==> src/design/sdv_pkg.sv <==
`timescale 1ns / 1ps

package sdv_pkg;

   // Field and datapath widths.
   localparam int CNT_W      = 16;
   localparam int DATA_W     = 32;
   localparam int FS_W       = 10;
   localparam int CAL_W      = 11;
   localparam int VOLT_W     = 16;
   localparam int DIVR_W     = 16;
   localparam int CSR_IDX_W  = 2;
   localparam int CSR_DATA_W = 16;
   localparam int ORDER      = 3;

   // Division by a constant through its reciprocal. The quotient is the top
   // word of dividend * ceil(2^RECIP_W / divisor), which is exact for every
   // 32-bit dividend as long as the divisor fits in DIVR_W bits.
   localparam int RECIP_W    = 48;
   localparam int RECIP_HALF = RECIP_W / 2;
   localparam int PROD_W     = DATA_W + RECIP_W;

   // Configuration register indexes.
   typedef enum logic [CSR_IDX_W-1:0] {
      CSR_LOW_LIMIT  = 2'd0,
      CSR_HIGH_LIMIT = 2'd1,
      CSR_FULL_SCALE = 2'd2,
      CSR_CALIB      = 2'd3
   } csr_index_type;

   // Register values after reset.
   localparam logic [CNT_W-1:0] LOW_LIMIT_RST  = 16'd40;
   localparam logic [CNT_W-1:0] HIGH_LIMIT_RST = 16'd500;
   localparam logic [FS_W-1:0]  FULL_SCALE_RST = 10'd60;
   localparam logic [CAL_W-1:0] CALIB_RST      = 11'd992;

   // Fixed divisors and factors of the voltage conversion.
   localparam logic [DIVR_W-1:0] CENTER_DIV = 16'd200;
   localparam logic [DIVR_W-1:0] PERMIL_DIV = 16'd1000;
   localparam logic [3:0]        SCALE_TEN  = 4'd10;
   localparam int                CENTER_MUL = 250;

   typedef struct packed {
      logic [FS_W-1:0]  full_scale;
      logic [CAL_W-1:0] calib;
   } conv_cfg_type;

   typedef struct packed {
      logic               start;
      logic [DATA_W-1:0]  dividend;
      logic [RECIP_W-1:0] recip;
   } div_req_type;

endpackage

==> src/design/sdv_integ_cell.sv <==
`timescale 1ns / 1ps

// One integrator of the chain: adds the value its neighbor held before
// this item and hands its own old value on to the next cell.
module sdv_integ_cell
   import sdv_pkg::*;
(
   input  logic              clock,
   input  logic              reset,
   input  logic              en,
   input  logic [DATA_W-1:0] din,
   output logic [DATA_W-1:0] acc
);

   logic [DATA_W-1:0] acc_ff;
   logic [DATA_W-1:0] acc_in;

   assign acc_in = acc_ff + din;
   assign acc    = acc_ff;

   always_ff @(posedge clock) begin
      if (reset) begin
         acc_ff <= '0;
      end else if (en) begin
         acc_ff <= acc_in;
      end
   end

endmodule

==> src/design/sdv_comb_cell.sv <==
`timescale 1ns / 1ps

// One comb of the chain: registers the difference to the value it saw at
// the previous decimation point and hands that difference on.
module sdv_comb_cell
   import sdv_pkg::*;
(
   input  logic              clock,
   input  logic              reset,
   input  logic              en,
   input  logic [DATA_W-1:0] din,
   output logic [DATA_W-1:0] dout
);

   logic [DATA_W-1:0] delay_ff;
   logic [DATA_W-1:0] diff_ff;

   assign dout = diff_ff;

   always_ff @(posedge clock) begin
      if (reset) begin
         delay_ff <= '0;
      end else if (en) begin
         delay_ff <= din;
      end
   end

   always_ff @(posedge clock) begin
      if (en) begin
         diff_ff <= din - delay_ff;
      end
   end

endmodule

==> src/design/sdv_div.sv <==
`timescale 1ns / 1ps

// Divides by a constant through its reciprocal. The 48-bit reciprocal is
// applied as two 24-bit halves, the low half first, and done is raised
// together with the sum that adds in the second half.
module sdv_div
   import sdv_pkg::*;
(
   input  logic              clock,
   input  logic              reset,
   input  div_req_type       req,
   output logic              done,
   output logic [DATA_W-1:0] quo
);

   localparam int PART_W = DATA_W + RECIP_HALF;

   typedef enum logic [1:0] {
      D_IDLE, D_LOW, D_HIGH
   } div_state_type;

   div_state_type      state_ff;
   logic               done_ff;
   logic [DATA_W-1:0]  num_ff;
   logic [RECIP_W-1:0] recip_ff;
   logic [PROD_W-1:0]  acc_ff;

   logic [RECIP_HALF-1:0] recip_part;
   logic [PART_W-1:0]     part;

   assign recip_part = (state_ff == D_HIGH) ? recip_ff[RECIP_W-1:RECIP_HALF]
                                            : recip_ff[RECIP_HALF-1:0];
   assign part       = PART_W'(num_ff) * PART_W'(recip_part);

   assign done = done_ff;
   assign quo  = acc_ff[PROD_W-1 -: DATA_W];

   always_ff @(posedge clock) begin
      if (reset) begin
         state_ff <= D_IDLE;
         done_ff  <= 1'b0;
         acc_ff   <= '0;
      end else begin
         done_ff <= 1'b0;
         if (req.start) begin
            num_ff   <= req.dividend;
            recip_ff <= req.recip;
            state_ff <= D_LOW;
         end else begin
            unique case (state_ff)
               D_LOW: begin
                  acc_ff   <= PROD_W'(part);
                  state_ff <= D_HIGH;
               end
               D_HIGH: begin
                  acc_ff   <= acc_ff + {part, {RECIP_HALF{1'b0}}};
                  done_ff  <= 1'b1;
                  state_ff <= D_IDLE;
               end
               default: state_ff <= D_IDLE;
            endcase
         end
      end
   end

endmodule

==> src/design/sdv_conv.sv <==
`timescale 1ns / 1ps

// Converts the comb output to 100 mV units: three divisions by constants
// on the shared reciprocal divider, with registered multiplies between them.
module sdv_conv
   import sdv_pkg::*;
#(
   parameter int DECIMATION = 16
)
(
   input  logic              clock,
   input  logic              reset,
   input  logic              start,
   input  logic [DATA_W-1:0] filt,
   input  conv_cfg_type      cfg,
   output logic              done,
   output logic [VOLT_W-1:0] volt
);

   localparam longint unsigned RECIP_ONE = 64'd1 << RECIP_W;
   localparam longint unsigned GAIN      = 64'(DECIMATION * DECIMATION * DECIMATION);
   localparam longint unsigned CENTER_D  = 64'(CENTER_DIV);
   localparam longint unsigned PERMIL_D  = 64'(PERMIL_DIV);
   localparam logic [RECIP_W-1:0] RECIP_CENTER =
      RECIP_W'((RECIP_ONE + CENTER_D - 64'd1) / CENTER_D);
   localparam logic [RECIP_W-1:0] RECIP_GAIN =
      RECIP_W'((RECIP_ONE + GAIN - 64'd1) / GAIN);
   localparam logic [RECIP_W-1:0] RECIP_PERMIL =
      RECIP_W'((RECIP_ONE + PERMIL_D - 64'd1) / PERMIL_D);
   localparam logic [DATA_W-1:0] GAIN_CENTER =
      DATA_W'(DECIMATION * DECIMATION * DECIMATION * CENTER_MUL);

   typedef enum logic [3:0] {
      C_IDLE, C_LD1, C_DIV1, C_MULA, C_LD2, C_DIV2, C_MULB, C_LD3, C_DIV3
   } conv_state_type;

   conv_state_type    state_ff;
   logic [DATA_W-1:0] opnd_ff;
   logic              done_ff;
   logic [VOLT_W-1:0] volt_ff;

   div_req_type       div_req;
   logic              div_done;
   logic [DATA_W-1:0] div_quo;
   logic [DATA_W+3:0] ten_prod;
   logic [DATA_W+FS_W-1:0] fs_prod;
   logic [DATA_W+CAL_W-1:0] cal_prod;

   assign ten_prod = div_quo * SCALE_TEN;
   assign fs_prod  = opnd_ff * cfg.full_scale;
   assign cal_prod = opnd_ff * cfg.calib;

   always_comb begin
      div_req.dividend = opnd_ff;
      div_req.start    = 1'b0;
      div_req.recip    = RECIP_CENTER;
      unique case (state_ff)
         C_LD1: begin
            div_req.start = 1'b1;
            div_req.recip = RECIP_CENTER;
         end
         C_LD2: begin
            div_req.start = 1'b1;
            div_req.recip = RECIP_GAIN;
         end
         C_LD3: begin
            div_req.start = 1'b1;
            div_req.recip = RECIP_PERMIL;
         end
         default: begin
            div_req.start = 1'b0;
         end
      endcase
   end

   sdv_div u_div (
      .clock (clock),
      .reset (reset),
      .req   (div_req),
      .done  (div_done),
      .quo   (div_quo)
   );

   assign done = done_ff;
   assign volt = volt_ff;

   always_ff @(posedge clock) begin
      if (reset) begin
         state_ff <= C_IDLE;
         done_ff  <= 1'b0;
      end else begin
         done_ff <= 1'b0;
         unique case (state_ff)
            C_IDLE: begin
               if (start) begin
                  opnd_ff  <= GAIN_CENTER - filt;
                  state_ff <= C_LD1;
               end
            end
            C_LD1: state_ff <= C_DIV1;
            C_DIV1: begin
               if (div_done) begin
                  opnd_ff  <= ten_prod[DATA_W-1:0];
                  state_ff <= C_MULA;
               end
            end
            C_MULA: begin
               opnd_ff  <= fs_prod[DATA_W-1:0];
               state_ff <= C_LD2;
            end
            C_LD2: state_ff <= C_DIV2;
            C_DIV2: begin
               if (div_done) begin
                  opnd_ff  <= div_quo;
                  state_ff <= C_MULB;
               end
            end
            C_MULB: begin
               opnd_ff  <= cal_prod[DATA_W-1:0];
               state_ff <= C_LD3;
            end
            C_LD3: state_ff <= C_DIV3;
            C_DIV3: begin
               if (div_done) begin
                  volt_ff  <= div_quo[VOLT_W-1:0];
                  done_ff  <= 1'b1;
                  state_ff <= C_IDLE;
               end
            end
            default: state_ff <= C_IDLE;
         endcase
      end
   end

endmodule

==> src/design/sinc3_decimator_voltage.sv <==
// A plain item goes from acceptance through the emit state into the output register. A
// decimation point first passes the three comb states, a conversion start state and the
// conversion, three constant divisions with two multiply steps between them, then emit.
// One item at a time: the next item is taken only once the last result has been loaded
// into the output register, and that waits while a held result keeps the output full.
// Reset is synchronous and active high; it clears the integrators, the comb delays,
// the decimation phase, the output register and loads the register defaults.
`timescale 1ns / 1ps

// Third-order CIC decimator for sigma-delta edge counts with conversion of
// every decimated value to a calibrated voltage in 100 mV units.
//
// The filter is a chain of cells. Three integrator cells update on every
// accepted item; the first adds the edge count, each later one the value its
// left neighbor held before the item, so the whole row updates together. Three
// comb cells run only on a decimation point, one per cycle, each handing its
// registered difference to the next; the last comb output feeds the converter.
//
// Every accepted item gives exactly one result item. The range flag is worked
// out when the item is accepted; the voltage flag and value are set on
// decimation points only and are zero otherwise. The result sits in an output
// register, so the block takes a new item while the previous result waits.
module sinc3_decimator_voltage
   import sdv_pkg::*;
#(
   parameter int DECIMATION = 16
)
(
   input  logic                  clock,
   input  logic                  reset,

   input  logic                  req_tvalid,
   output logic                  req_tready,
   input  logic [CNT_W-1:0]      req_tdata,   // [15:0] edge_count

   output logic                  rsp_tvalid,
   input  logic                  rsp_tready,
   output logic [VOLT_W-1:0]     rsp_tdata,   // [15:0] voltage_100mv
   output logic [1:0]            rsp_tuser,   // [0] range_error, [1] voltage_valid

   input  logic                  csr_valid,
   output logic                  csr_ready,
   input  logic [CSR_IDX_W-1:0]  csr_index,
   input  logic [CSR_DATA_W-1:0] csr_data
);

   localparam int PH_W = $clog2(DECIMATION);
   localparam logic [PH_W-1:0] PH_LAST = PH_W'(DECIMATION - 1);

   typedef enum logic [2:0] {
      S_IDLE, S_COMB0, S_COMB1, S_COMB2, S_CONV_START, S_CONV, S_EMIT
   } state_type;

   // Configuration registers. Writes are to come only while the block is idle;
   // the user keeps to this, the block does not enforce it. The port is always ready.
   logic [CNT_W-1:0] low_limit_ff;
   logic [CNT_W-1:0] high_limit_ff;
   logic [FS_W-1:0]  full_scale_ff;
   logic [CAL_W-1:0] calib_ff;

   assign csr_ready = 1'b1;

   always_ff @(posedge clock) begin
      if (reset) begin
         low_limit_ff  <= LOW_LIMIT_RST;
         high_limit_ff <= HIGH_LIMIT_RST;
         full_scale_ff <= FULL_SCALE_RST;
         calib_ff      <= CALIB_RST;
      end else if (csr_valid && csr_ready) begin
         unique case (csr_index)
            CSR_LOW_LIMIT:  low_limit_ff  <= csr_data;
            CSR_HIGH_LIMIT: high_limit_ff <= csr_data;
            CSR_FULL_SCALE: full_scale_ff <= csr_data[FS_W-1:0];
            CSR_CALIB:      calib_ff      <= csr_data[CAL_W-1:0];
            default: ;
         endcase
      end
   end

   state_type         state_ff;
   logic [PH_W-1:0]   phase_ff;
   logic              err_ff;
   logic              dec_ff;
   logic              rsp_tvalid_ff;
   logic [VOLT_W-1:0] rsp_tdata_ff;
   logic [1:0]        rsp_tuser_ff;

   logic              accept;
   logic              range_err;
   logic              slot_free;
   logic              rsp_load;
   logic [ORDER-1:0]  comb_en;
   logic              conv_start;
   logic              conv_done;
   logic [VOLT_W-1:0] conv_volt;
   conv_cfg_type      conv_cfg;

   logic [DATA_W-1:0] integ_in  [ORDER];
   logic [DATA_W-1:0] integ_acc [ORDER];
   logic [DATA_W-1:0] comb_in   [ORDER];
   logic [DATA_W-1:0] comb_out  [ORDER];

   assign req_tready = (state_ff == S_IDLE);
   assign accept     = req_tvalid && req_tready;
   assign range_err  = (req_tdata < low_limit_ff) || (req_tdata > high_limit_ff);
   assign slot_free  = !rsp_tvalid_ff || rsp_tready;
   assign rsp_load   = (state_ff == S_EMIT) && slot_free;
   assign conv_start = (state_ff == S_CONV_START);

   assign conv_cfg.full_scale = full_scale_ff;
   assign conv_cfg.calib      = calib_ff;

   // One comb cell works per cycle as the decimated value walks down the row.
   always_comb begin
      comb_en = '0;
      unique case (state_ff)
         S_COMB0: comb_en[0] = 1'b1;
         S_COMB1: comb_en[1] = 1'b1;
         S_COMB2: comb_en[2] = 1'b1;
         default: comb_en = '0;
      endcase
   end

   // The first integrator takes the edge count; each later one takes the old
   // value of its left neighbor. The first comb sees the updated last
   // integrator, which is in place in the cycle after the item was accepted.
   assign integ_in[0] = {{(DATA_W-CNT_W){1'b0}}, req_tdata};
   assign comb_in[0]  = integ_acc[ORDER-1];

   genvar k;
   generate
      for (k = 1; k < ORDER; k++) begin : g_link
         assign integ_in[k] = integ_acc[k-1];
         assign comb_in[k]  = comb_out[k-1];
      end
      for (k = 0; k < ORDER; k++) begin : g_cell
         sdv_integ_cell u_integ (
            .clock (clock),
            .reset (reset),
            .en    (accept),
            .din   (integ_in[k]),
            .acc   (integ_acc[k])
         );
         sdv_comb_cell u_comb (
            .clock (clock),
            .reset (reset),
            .en    (comb_en[k]),
            .din   (comb_in[k]),
            .dout  (comb_out[k])
         );
      end
   endgenerate

   sdv_conv #(
      .DECIMATION (DECIMATION)
   ) u_conv (
      .clock (clock),
      .reset (reset),
      .start (conv_start),
      .filt  (comb_out[ORDER-1]),
      .cfg   (conv_cfg),
      .done  (conv_done),
      .volt  (conv_volt)
   );

   // Sequencer and output register. A result is loaded when the output
   // register is empty or is being emptied in the same cycle.
   always_ff @(posedge clock) begin
      if (reset) begin
         state_ff      <= S_IDLE;
         phase_ff      <= '0;
         err_ff        <= 1'b0;
         dec_ff        <= 1'b0;
         rsp_tvalid_ff <= 1'b0;
      end else begin
         if (rsp_load) begin
            rsp_tvalid_ff <= 1'b1;
            rsp_tuser_ff  <= {dec_ff, err_ff};
            rsp_tdata_ff  <= dec_ff ? conv_volt : '0;
         end else if (rsp_tready) begin
            rsp_tvalid_ff <= 1'b0;
         end
         unique case (state_ff)
            S_IDLE: begin
               if (accept) begin
                  err_ff <= range_err;
                  if (phase_ff == PH_LAST) begin
                     phase_ff <= '0;
                     dec_ff   <= 1'b1;
                     state_ff <= S_COMB0;
                  end else begin
                     phase_ff <= phase_ff + PH_W'(1);
                     dec_ff   <= 1'b0;
                     state_ff <= S_EMIT;
                  end
               end
            end
            S_COMB0:      state_ff <= S_COMB1;
            S_COMB1:      state_ff <= S_COMB2;
            S_COMB2:      state_ff <= S_CONV_START;
            S_CONV_START: state_ff <= S_CONV;
            S_CONV: begin
               if (conv_done) begin
                  state_ff <= S_EMIT;
               end
            end
            S_EMIT: begin
               if (slot_free) begin
                  state_ff <= S_IDLE;
               end
            end
            default: state_ff <= S_IDLE;
         endcase
      end
   end

   assign rsp_tvalid = rsp_tvalid_ff;
   assign rsp_tdata  = rsp_tdata_ff;
   assign rsp_tuser  = rsp_tuser_ff;

endmodule

==> config.mk <==
export PLATFORM = sky130hd
export DESIGN_NAME = sinc3_decimator_voltage
export DESIGN_NICKNAME = d
export VERILOG_FILES = /design/src/design/sdv_pkg.sv /design/src/design/sdv_integ_cell.sv /design/src/design/sdv_comb_cell.sv /design/src/design/sdv_div.sv /design/src/design/sdv_conv.sv /design/src/design/sinc3_decimator_voltage.sv
export SDC_FILE = /design/constraint.sdc
export NUM_CORES = 2
export LEC_CHECK = 0
export BUFFER_PORTS_ARGS = -buffer_cell sky130_fd_sc_hd__buf_2
export CAP_MARGIN = 5
export CORE_MARGIN = 2
export CORE_UTILIZATION = 45
export DETAILED_ROUTE_END_ITERATION = 12
export GPL_TIMING_DRIVEN = 0
export SLEW_MARGIN = 40
export SYNTH_ARGS = -nofsm -noshare
export SYNTH_HDL_FRONTEND = slang
export SYNTH_SLANG_ARGS = --single-unit
==> constraint.sdc <==
create_clock -name clock -period 24.2 [get_ports clock]
set_clock_uncertainty 0.2 [all_clocks]
set_input_delay 4.84 -clock clock [delete_from_list [all_inputs] [get_ports clock]]
set_output_delay 4.84 -clock clock [all_outputs]
set_load 0.005 [all_outputs]
==> impl_metrics.tcl <==
set metrics [dict create \
    rr_worst_depth 40 \
    drtAntennaViolNets 0 \
    ys_seq_area_share_pct 17.78 \
    timing.fmax_mhz 77.43 \
    register_area_um2 12330 \
    syn_to_final_growth_pct 7.260 \
    synthArstFlopShare_pct 0 \
    ctsHoldBuffers 0 \
    finalInstanceArea_um2 74410 \
    drive_gt1_share_pct 3.414 \
    fp-row-count 144 \
    vias 56190 \
    whs_ps 251.9 \
    setup_violations 0 \
    synth_area_per_cell_um2 8.684 \
    slowest_delay_ps 720 \
    clockBufferDepth 3 \
    nFillCells 14940 \
    die_h_um 396.6 \
    cts.sinks 517 \
    ys_ff_latch 517 \
    final_common_cell "inv_1" \
    grt_max_degree 27 \
    cts-root-buf "clkbuf_16" \
    tns_ps 0 \
    maxCapViolations 0 \
    critPathLaunchType "register" \
    worstHoldPathType "reg -> reg" \
    slew_headroom_pct 36.64 \
    worstHoldStart "err_ff" \
    crit_path_frequent_cell "fa_1" \
    drt_wl_total_um 228100 \
    place.gp.congestion 1.023 \
    postCtsResizedCells 0 \
    r2r-start "u_conv.u_div.state_ff[0]" \
    antenna_found_initial 18 \
    initial_core_util_pct 45.19 \
    clock_latency_ps 670 \
    worst_hold_path.endpoint "rsp_tuser[0]" \
    h-tree-depth 2 \
    dp_hpwl_um 192800 \
    drc 0 \
    drtIter0Drc 4396 \
    cts_buffers 60 \
    track_usage_pct 29.21 \
    post_cts_buffers 0 \
    ios 60 \
    reg2reg_slack_ps 11290 \
    whs_path_depth 0 \
    synth_nets 9647 \
    critical_path_class "reg -> reg" \
    min_period_ps 12910 \
    outcome "finished clean" \
    synthCells 7988 \
    post_drt_wl_per_cell_um 22.32 \
    fin_crit_sh_pct 53.37 \
    synthFlopType "dfxtp_1" \
    worstMarginPinSlew_ps 950.4 \
    clk_pin_slew_ps 70 \
    cpMaxStageDelayCell "clkbuf_1" \
    core_area_um2 153500 \
    final-hold-violation-count 0 \
    yosys_warnings 0 \
    fin_cells 10220 \
    avgViaCountPerCell 5.497 \
    grt_overflow_total 0 \
    grt_pass1_vias 56540 \
    grt_pass1_wl_um 348300 \
    end_kind "register" \
    fp.dieW_um 396.6 \
    nets 9784 \
    rsz0062_at_grt "no" \
    placed_area_um2 72480 \
    port_buffers 57 \
    mostFrequentLayoutCells "inv_1 (1344), nand2_1 (1133), fa_1 (921), ha_1 (699), a21oi_1 (548)" \
    cts_tree "yes" \
    cp.required_ps 24520 \
    synth_edf_count 198 \
    first_pass_iters 7 \
    dieArea_um2 157300 \
    syn-cell-area_um2 69370 \
    path_max_fanout 10 \
    place_inst 10110 \
    regToRegEndpoint "u_conv.u_div.acc_ff[79]" \
    multiInputGateArea_um2 50840 \
    maxSlewViolCount 0 \
    synth_cell_types 96 \
    crit_arrival_ps 13240 \
]
critical path: cells and delay by family, from the launching register on:
kind	cells	cell delay, ps
AND/OR/NAND/NOR	4	1250
adder cells (fa/ha/maj)	10	4470
AO/OA/AOI/OAI	13	3210
flip-flops	1	420
multiplexers	1	130
buffers and inverters	10	2290
XOR/XNOR	2	780
through the flow:
stage               utilization (%)  setup WS, ps
floorplan                         -         13770
global placement              47.04         11160
detailed placement            47.22         11550
CTS                           48.45         11470
global route                  48.46         10830
finish                        48.47         11290
how the worst max path moves through the flow:
stage | depth (start not counted) | endpoint | start | slack [ps]
floorplan | 43 | u_conv.u_div.acc_ff[79] | u_conv.u_div.state_ff[0] | 13770
global route | 43 | u_conv.u_div.acc_ff[79] | u_conv.u_div.state_ff[0] | 10830
global placement | 43 | u_conv.u_div.acc_ff[79] | u_conv.u_div.state_ff[0] | 11160
CTS | 42 | u_conv.u_div.acc_ff[79] | u_conv.u_div.state_ff[0] | 11470
finish | 40 | u_conv.u_div.acc_ff[79] | u_conv.u_div.state_ff[0] | 11290
detailed placement | 42 | u_conv.u_div.acc_ff[79] | u_conv.u_div.state_ff[0] | 11550
registers in the layout, indices dropped and copies added (netlist names), 2 cells and up:
register and count:
u_conv.u_div.num_ff 32, u_conv.u_div.recip_ff 4, u_conv.u_div.acc_ff 56, u_conv.state_ff 4
g_cell.u_comb.dout 96, high_limit_ff 16, phase_ff 4, rsp_tdata 16
u_conv.volt 16, calib_ff 11, u_conv.u_div.state_ff 2, low_limit_ff 16
rsp_tuser 2, g_cell.u_integ.acc 96, u_conv.opnd_ff 32, state_ff 3
full_scale_ff 10, g_cell.u_comb.delay_ff 96
synthesized netlist by cell type, types with 126 or more instances:
cell | instances | area (um2)
inv_1 | 1344 | 5045
edfxtp_1 | 198 | 5946
fa_1 | 921 | 18440
nor2_1 | 372 | 1396
ha_1 | 699 | 8746
and2_1 | 385 | 2409
xnor2_1 | 259 | 2268
clkbuf_1 | 277 | 1040
a21oi_1 | 549 | 2748
dfxtp_1 | 319 | 6386
xor2_1 | 126 | 1104
nand2_1 | 1133 | 4253
a21o_1 | 168 | 1261
o21ai_0 | 197 | 986.0
area by class of cell:
type | instances | share of cell area [%]
Clock buffer | 81 | 2.205
Inverter | 1345 | 6.785
Clock inverter | 28 | 0.3414
Multi-Input combinational cell | 5809 | 68.33
Antenna cell | 6 | 0.02018
Sequential cell | 517 | 16.57
Tap cell | 2044 | 3.437
Buffer | 317 | 1.655
Timing Repair Buffer | 75 | 0.6575
per-layer routing:
layer	part of all wire [%]	vias up	track usage, %
met3	8.5	354	5.654
met4	4.0	12	9.791
li1	-	26050	-
met5	0.030	-	0
met2	46	1982	47.44
met1	42	27800	39.02
cells by family (layout without fill, tap and decap cells):
| family | after synthesis | in the layout | synth area share (%) |
|---|---|---|---|
| XOR/XNOR | 386 | 386 | 4.884 |
| AO/OA/AOI/OAI | 1393 | 1393 | 12.81 |
| buffers and inverters | 1662 | 1846 | 9.016 |
| other | 1 | 7 | 0.005406 |
| adder cells (fa/ha/maj) | 1620 | 1620 | 39.19 |
| multiplexers | 23 | 23 | 0.3355 |
| AND/OR/NAND/NOR | 2386 | 2386 | 15.98 |
| flip-flops | 517 | 517 | 17.78 |
Power is left out: the tool's default activity adds up to more than one toggle a clock period on the data nets, which glitch-free logic cannot reach.
